[config.mk]
export PLATFORM = sky130hd
export DESIGN_NAME = bmc_stack
export DESIGN_NICKNAME = d
export VERILOG_FILES = /design/src/rtl/bmc_pkg.sv /design/src/rtl/bmc_stack.sv
export VERILOG_INCLUDE_DIRS = /design/src /design/src/rtl
export SDC_FILE = /design/constraint.sdc
export NUM_CORES = 2
export LEC_CHECK = 0
export BUFFER_PORTS_ARGS = -buffer_cell sky130_fd_sc_hd__buf_2
export CAP_MARGIN = 10
export CORE_MARGIN = 4
export CORE_UTILIZATION = 57
export CTS_BUF_LIST = sky130_fd_sc_hd__clkbuf_16
export DETAILED_ROUTE_END_ITERATION = 10
export GPL_ROUTABILITY_DRIVEN = 0
export MAX_ROUTING_LAYER = met4
export PLACE_DENSITY = 0.8
export SYNTH_ARGS = -nofsm -noshare
export SYNTH_HDL_FRONTEND = slang
export SYNTH_MEMORY_MAX_BITS = 65536
export SYNTH_SLANG_ARGS = --single-unit
[constraint.sdc]
create_clock -name clk_i -period 4.3 [get_ports clk_i]
set_input_delay 0.86 -clock clk_i [delete_from_list [all_inputs] [get_ports clk_i]]
set_output_delay 0.86 -clock clk_i [all_outputs]
set_load 0.01 [all_outputs]
[src/rtl/bracket_match_checker_defines.svh]
// ----------------------------------------------------------------------------
// Bracket match checker: assertion macros
// Shared concurrent assertion forms, clocked on clk_i and disabled in reset.
// ----------------------------------------------------------------------------
`ifndef BRACKET_MATCH_CHECKER_DEFINES_SVH
`define BRACKET_MATCH_CHECKER_DEFINES_SVH

// plain property
`define BMC_ASSERT(lbl, prop, msg) \
  lbl: assert property (@(posedge clk_i) disable iff (!rst_ni) (prop)) else $error(msg);

// same-cycle implication
`define BMC_ASSERT_IMPL(lbl, ante, cons, msg) \
  lbl: assert property (@(posedge clk_i) disable iff (!rst_ni) (ante) |-> (cons)) \
    else $error(msg);

// next-cycle implication
`define BMC_ASSERT_NEXT(lbl, ante, cons, msg) \
  lbl: assert property (@(posedge clk_i) disable iff (!rst_ni) (ante) |=> (cons)) \
    else $error(msg);

`endif

[src/rtl/bmc_pkg.sv]
// ----------------------------------------------------------------------------
// Bracket match checker: package
// Sizes, bracket kinds, status codes and the structs passed between modules.
// ----------------------------------------------------------------------------
package bmc_pkg;

  localparam int unsigned STACK_DEPTH = 256;
  localparam int unsigned POS_BITS    = 16;
  localparam int unsigned ADDR_W      = $clog2(STACK_DEPTH);
  localparam int unsigned CNT_W       = $clog2(STACK_DEPTH + 1);
  localparam int unsigned CH_W        = 8;
  localparam int unsigned STATUS_W    = 2;
  localparam int unsigned POS_OUT_W   = 16;

  typedef enum logic [1:0] {
    KIND_NONE,
    KIND_ROUND,
    KIND_SQUARE,
    KIND_CURLY
  } kind_e;

  typedef enum logic [STATUS_W-1:0] {
    ST_MATCH,
    ST_MISMATCH,
    ST_OVERFLOW
  } status_e;

  typedef struct packed {
    kind_e               kind;
    logic [POS_BITS-1:0] pos;
  } stk_entry_t;

  typedef struct packed {
    logic       push;
    logic       pop;
    logic       clr;
    stk_entry_t ent;
  } stk_op_t;

  typedef struct packed {
    logic [CNT_W-1:0]    count;
    stk_entry_t          top;
    logic [POS_BITS-1:0] bottom_pos;
  } stk_state_t;

  typedef struct packed {
    status_e              status;
    logic [POS_OUT_W-1:0] pos;
  } result_t;

endpackage

[src/rtl/bmc_stack.sv]
// ----------------------------------------------------------------------------
// Bracket match checker: opener stack
// Top entry in a register, lower entries in a one-write one-read RAM with a
// registered read. The entry below the top is prefetched on each pop and
// forwarded from the write path on each push.
// ----------------------------------------------------------------------------
`include "bracket_match_checker_defines.svh"

module bmc_stack (
  input  logic                 clk_i,
  input  logic                 rst_ni,
  input  bmc_pkg::stk_op_t     op_i,
  output bmc_pkg::stk_state_t  state_o
);
  import bmc_pkg::*;

  logic [CNT_W-1:0]    count_q, count_d;
  logic                fwd_q, fwd_d;
  stk_entry_t          top_q, top_d;
  stk_entry_t          fwd_ent_q;
  stk_entry_t          rd_q;
  logic [POS_BITS-1:0] bot_q, bot_d;
  stk_entry_t          mem [STACK_DEPTH];

  stk_entry_t          below;
  logic                wr_en, rd_en;
  logic [ADDR_W-1:0]   wr_addr, rd_addr;
  logic [CNT_W-1:0]    cnt_m1, cnt_m3;

  assign below  = fwd_q ? fwd_ent_q : rd_q;
  assign cnt_m1 = count_q - CNT_W'(1);
  assign cnt_m3 = count_q - CNT_W'(3);

  always_comb begin
    count_d = count_q;
    fwd_d   = fwd_q;
    top_d   = top_q;
    bot_d   = bot_q;
    wr_en   = 1'b0;
    rd_en   = 1'b0;
    wr_addr = cnt_m1[ADDR_W-1:0];
    rd_addr = cnt_m3[ADDR_W-1:0];
    if (op_i.clr) begin
      count_d = '0;
      fwd_d   = 1'b0;
    end else if (op_i.push) begin
      count_d = count_q + CNT_W'(1);
      top_d   = op_i.ent;
      fwd_d   = 1'b1;
      wr_en   = (count_q != '0);
      if (count_q == '0) begin
        bot_d = op_i.ent.pos;
      end
    end else if (op_i.pop) begin
      count_d = cnt_m1;
      top_d   = below;
      fwd_d   = 1'b0;
      rd_en   = (count_q >= CNT_W'(3));
    end
  end

  always_ff @(posedge clk_i or negedge rst_ni) begin
    if (!rst_ni) begin
      count_q <= '0;
      fwd_q   <= 1'b0;
    end else begin
      count_q <= count_d;
      fwd_q   <= fwd_d;
    end
  end

  always_ff @(posedge clk_i) begin
    top_q <= top_d;
    bot_q <= bot_d;
    if (op_i.push && !op_i.clr) begin
      fwd_ent_q <= top_q;
    end
  end

  // stack RAM
  always_ff @(posedge clk_i) begin
    if (wr_en) begin
      mem[wr_addr] <= top_q;
    end
    if (rd_en) begin
      rd_q <= mem[rd_addr];
    end
  end

  assign state_o = '{count: count_q, top: top_q, bottom_pos: bot_q};

  `BMC_ASSERT(a_count_range, count_q <= CNT_W'(STACK_DEPTH), "stack count beyond depth")
  `BMC_ASSERT_IMPL(a_push_room, op_i.push && !op_i.clr, count_q < CNT_W'(STACK_DEPTH), "push on full stack")
  `BMC_ASSERT_IMPL(a_pop_nonempty, op_i.pop && !op_i.clr, count_q != '0, "pop on empty stack")
  `BMC_ASSERT_NEXT(a_push_count, op_i.push && !op_i.clr, count_q == $past(count_q) + CNT_W'(1), "push count slip")

endmodule

# After elaboration in Yosys (flattened, before gate mapping)
# Memory sizes are Yosys's and may differ from the RTL's. A register that Yosys moved wholly into a read port is not among the register bits.
# Cells that the tools add are included.
totals:
  ramBits: 4608
  mem_count: 1
  elab_cells: 37
  out_inout_bits: 43
  reg_bits: 62
  mem_bits_ro: 0
  latch_bits: 0
  inputBits: 23
memory_table:
  columns: ["memory", "depth", "word_bits", "read_ports", "rd_clocked_by_memory_dff", "wr", "line", "rtl"]
  rows:
  - ["mem", 256, 18, 1, 1, 1, "bmc_stack.sv:23", "stk_entry_t mem [STACK_DEPTH];"]
op_classes:
  add_sub_neg: 3
  shifts: 0
  multipliers: 0
  order_cmp: 1
  div_mod_pow: 0
  eq_ne: 0
  muxes: 16
  reduce_logical: 8
  bitwise: 1
op_table:
  columns: ["operator", "count"]
  rows:
  - ["$mux 18", 3]
  - ["$mux 9", 3]
  - ["$mux 1", 10]
  - ["$add 9x1->9 const B", 1]
  - ["$ge 9x2->1 const B", 1]
  - ["$logic_not 9->1", 1]
  - ["$reduce_bool 9->1", 1]
  - ["$sub 9x1->9 const B", 1]
  - ["$sub 8x2->8 const B", 1]
  - ["$reduce_and 3->1", 1]
  - ["$reduce_bool 3->1", 1]
  - ["$reduce_and 2->1", 1]
  - ["$reduce_bool 2->1", 1]
  - ["$logic_and 1x1->1", 1]
  - ["$logic_not 1->1", 1]
  - ["$not 1->1", 1]

# Depth between registers and ports, before layout
logic_depth:
  depth_word: 5
  depth_mapped: 18

# Least setup slack after synthesis
# No wires, ideal clock.
synth_path:
  kind: "flip-flop to flip-flop"
  startpoint: "register count_q[0]"
  endpoint: "register, netlist name rd_q[10]"
  arrival_ns: 4.089
  stages_incl_launch_ff: 17
  synth_period_minus_slack_ns: 4.358
  path_slack_ns: -0.058
  n_path_buf: 9
  cell_sequence: "dfrtp_1 > buf_6 > buf_6 > buf_6 > buf_4 > buf_4 > buf_2 > inv_1 > ha_1 > clkbuf_1 > clkbuf_1 > clkbuf_1 > mux4_2 > a221oi_1 > a211oi_1 > nor4_1 > nand3_1"
synth_via:
  elab_chain_cells: 4
  elab_cells_between_ends: 5
synth_lines:
  columns: ["element", "line", "rtl"]
  rows:
  - ["start, declared", "bmc_stack.sv:17", "logic [CNT_W-1:0] count_q, count_d;"]
  - ["start signal, assigned", "bmc_stack.sv:67", "count_q <= count_d;"]
  - ["$ge 9x2->1", "bmc_stack.sv:58", "rd_en = (count_q >= CNT_W'(3));"]
  - ["$mux 1", "bmc_stack.sv:54", "end else if (op_i.pop) begin"]
  - ["$mux 1", "bmc_stack.sv:46", "end else if (op_i.push) begin"]
  - ["$mux 1", "bmc_stack.sv:43", "if (op_i.clr) begin"]
# Parallel ways exist; a longest one is shown, timed or not.
# A chain may end at the register's enable or synchronous reset.

# Worst setup path after layout
layout_path:
  startpoint: "register count_q[0]"
  endpoint: "register, netlist name rd_q[14]"
layout_via:
  elab_chain_cells: 4
  elab_cells_between_ends: 5
layout_lines:
  columns: ["element", "line"]
  rows:
  - ["$ge 9x2->1", "bmc_stack.sv:58"]
  - ["$mux 1", "bmc_stack.sv:54"]
  - ["$mux 1", "bmc_stack.sv:46"]
  - ["$mux 1", "bmc_stack.sv:43"]
# Parallel ways exist; a longest one is shown, timed or not.

==> results.json <==
{
  "drtAntennaViolNets": 0,
  "cts_made_buffers": 434,
  "p_seq_frac": 0.480,
  "syn_inst": 7729,
  "grt_start_max_net_pins": 198,
  "clk_latency_ns": 0.99,
  "synth_top_family_by_area": "multiplexers",
  "routed_via_density": 7.35,
  "fillers": 17700,
  "whs_ns": 0.127,
  "dpl_cell_area_sq_mm": 0.189,
  "ys_ff_latch": 4688,
  "synthSimpleGateAreaFrac": 0.0174,
  "post-route-period-util": 1.04,
  "pwr-share-clk": 0.366,
  "nNetsFinal": 8540,
  "synth-async-reset-ratio": 0.00213,
  "synth_fa_ha_area_frac": 0.000422,
  "worstPathCellList": "inv_1 > ha_4 > buf_4 > buf_12 > buf_16 > buf_4 > mux4_2 > a222oi_1 > nand3_1 > nand4_1 > buf_4 > nand3_1",
  "switching_share": 0.264,
  "switching_power_mw": 28.0,
  "pwr-share-comb": 0.153,
  "crit_slowest_cell": "a222oi_1",
  "syn_avg_cell_area_sq_um": 23.0,
  "synth.area.top_cells": "edfxtp_1 (79%), mux4_2 (15%), a222oi_1 (0.81%)",
  "cp_max_fo": 42,
  "hold_viol_final": 0,
  "drive_gt1_frac": 0.312,
  "clockBufferDepth": 4,
  "mostFrequentLayoutCell": "edfxtp_1",
  "violations": "setup timing",
  "die_y_um": 567,
  "max_freq_mhz": 224,
  "drt-total-wl_mm": 530,
  "cp.buffers_inverters": 6,
  "yosys_warnings": 0,
  "start_util": 0.575,
  "grt_antenna_before_repair": 39,
  "fp.dieW_um": 567,
  "post_drt_wl_per_cell_um": 40.7,
  "synth_xor_xnor_area_share": 0.00102,
  "yosysTopAreaCell": "edfxtp_1",
  "area_growth_syn_to_layout_pct": 14.2,
  "cts_tree": "yes",
  "yosysUniqueCellTypes": 55,
  "internal_power_mw": 78.1,
  "drv_cap": 0,
  "ys.flop_type": "edfxtp_1",
  "relSlewSlack": 0.139,
  "fp-row-count": 204,
  "p_leak_nw": 63.3,
  "ios": 66,
  "core_area_sq_mm": 0.310,
  "final_cell_mix": "edfxtp_1 (4678), mux4_2 (1152), buf_4 (626), clkbuf_16 (443), nand2_1 (187)",
  "slew_viol_final": 0,
  "cts-root-buf": "clkbuf_16",
  "grt_usage": 0.328,
  "syn_area_sq_mm": 0.178,
  "clkTransAtPathRegs_ns": 0.07,
  "grt_setup_unrepaired": "true",
  "grt-ovfl-total": 0,
  "synth_mux_area_frac": 0.147,
  "first_global_vias": 95000,
  "slowest_delay_ns": 0.81,
  "clock_sinks": 4688,
  "drt_iter0_markers": 20500,
  "syn_nets": 7758,
  "power_density_mw_per_mm2": 521,
  "setup_ws_ns": -0.161,
  "status": "finished, violations left",
  "grt_pass1_wl_mm": 728,
  "htree_levels": 5,
  "fin_tns_setup_ns": -1.71,
  "synth_top_area_frac": 0.789,
  "synth_compound_area_frac": 0.0312,
  "worstSetupPathType": "flip-flop to flip-flop",
  "cp_common_cell": "buf_4",
  "cp.arrival_ns": 5.18,
  "vias": 95700,
  "ir_drop_mv": 0.407,
  "stdcell_area_sq_mm": 0.203,
  "required_ns": 5.02,
  "tightest_slew_ns": 1.29,
  "worstSetupStartpointType": "flip-flop",
  "die_area_sq_mm": 0.321,
  "hpwl_mm": 270,
  "setup_viol": 41,
  "drc_errors": 0,
  "seq_area_frac_synth": 0.790,
  "end_kind": "flip-flop",
  "io_buffer_count": 65,
  "min_path_type": "primary input to flip-flop",
  "synth-edff-count": 4678,
  "crit_family": "buffers and inverters",
  "fin_crit_ns": 4.46,
  "first_pass_iters": 10,
  "finClkSkew_ns": 0.0903
}
==> cells by family after synthesis <==
logic type | count (synthesis)
buffers and inverters | 477
DFF | 4688
muxes | 1170
adders and majority gates | 6
and+or+nand+nor | 712
xor gates and xnor gates | 19
AOI/OAI and AO/OA | 657
==> worst register-to-register path: stages, from the launching register on <==
cell      delay, ns
dfrtp_4        0.52
inv_1          0.15
ha_4           0.35
buf_4          0.17
buf_12         0.33
buf_16         0.36
buf_4          0.39
mux4_2         0.35
a222oi_1       0.81
nand3_1        0.31
nand4_1        0.23
buf_4          0.15
nand3_1        0.09
==> Yosys cell counts (4+ instances only) <==
master,count
a211oi_1,53
xor2_1,7
buf_6,21
a221oi_1,54
clkbuf_1,219
nor4_1,19
and3_1,4
a31oi_1,36
a2111oi_0,71
dfrtp_1,10
a21oi_1,12
o21ai_0,20
nand3_2,4
buf_4,39
and2_1,7
mux4_2,1152
nand2_1,205
a22oi_1,41
buf_2,178
a311oi_1,18
a21boi_0,69
nand4_1,39
nand2b_1,5
xnor2_1,10
inv_1,5
ha_1,6
nand3_1,128
edfxtp_1,4678
mux2i_1,18
a22o_1,124
buf_1,15
a222oi_1,144
nor2_1,286
==> cell type report <==
type / instances / area [sq um] / share of cell area
inverters: 5 / 18.8 / 0.0000923
repair buffers: 818 / 7440 / 0.0366
clock inverters: 355 / 3060 / 0.0151
well taps: 4120 / 5150 / 0.0254
multi-input cells: 2564 / 35900 / 0.176
clock buffers: 439 / 11000 / 0.0540
diodes: 35 / 87.6 / 0.000431
flip-flops and latches: 4688 / 141000 / 0.692
==> flip-flops by register name, indices dropped and copies added, names as in the netlist <==
signal     count
bot_q         16
count_q        9
fwd_ent_q     18
fwd_q          1
mem         4608
rd_q          18
state_o       18
==> per-layer routing <==
metal  GRT usage  up-vias  routed length [um]
met5           -        -                   0
met4       0.181        0               39500
met3      0.0817     2021               81400
met2       0.493    10200              250000
met1       0.416    48500              159000
li1            -    35000                   -
==> power by group through the flow <==
| stage | sequential [mW] | clock (mW) | combinational (mW) |
|---|---|---|---|
| after global placement | 51.9 | 0 | 14.3 |
| after detailed placement | 51.9 | 0 | 14.7 |
| after CTS | 50.9 | 38.6 | 15.4 |
| final | 51.0 | 38.8 | 16.3 |
| after global routing | 50.9 | 40.9 | 16.4 |
| after floorplan | 52.5 | 0 | 7.41 |
==> worst paths after layout <==
kind                            start     endpoint  slack [ns]  cells after the start
max                        count_q[0]     rd_q[14]       -0.16                     12
min                           op_i[4]     bot_q[4]        0.13                      1
max reg2reg                count_q[0]     rd_q[14]       -0.16                     12
min reg2reg                  rd_q[16]  state_o[32]        0.61                      2
max in group asynchronous      rst_ni   count_q[0]        3.57                      2
min in group asynchronous      rst_ni   count_q[4]        0.50                      2
==> stage by stage <==
stage	instances	setup WS (ns)	power [mW]	utilization
after floorplan	7729	-0.00164	59.9	-
after global placement	12200	-1.24	66.2	0.608
after detailed placement	12200	-0.606	66.6	0.608
after CTS	13000	0.00492	105	0.655
after global routing	13000	-0.119	108	0.656
final	13000	-0.161	106	0.656
==> timing repair <==
item	CTS	global route
endpoints found under the hold margin	10	0
buffers inserted	3	1
hold buffers	1	0
cloned	0	4
pin swaps	6	7
setup endpoints to repair	18	41
resized for setup	61	45
No activity file was read; power rests on OpenSTA's default activity.
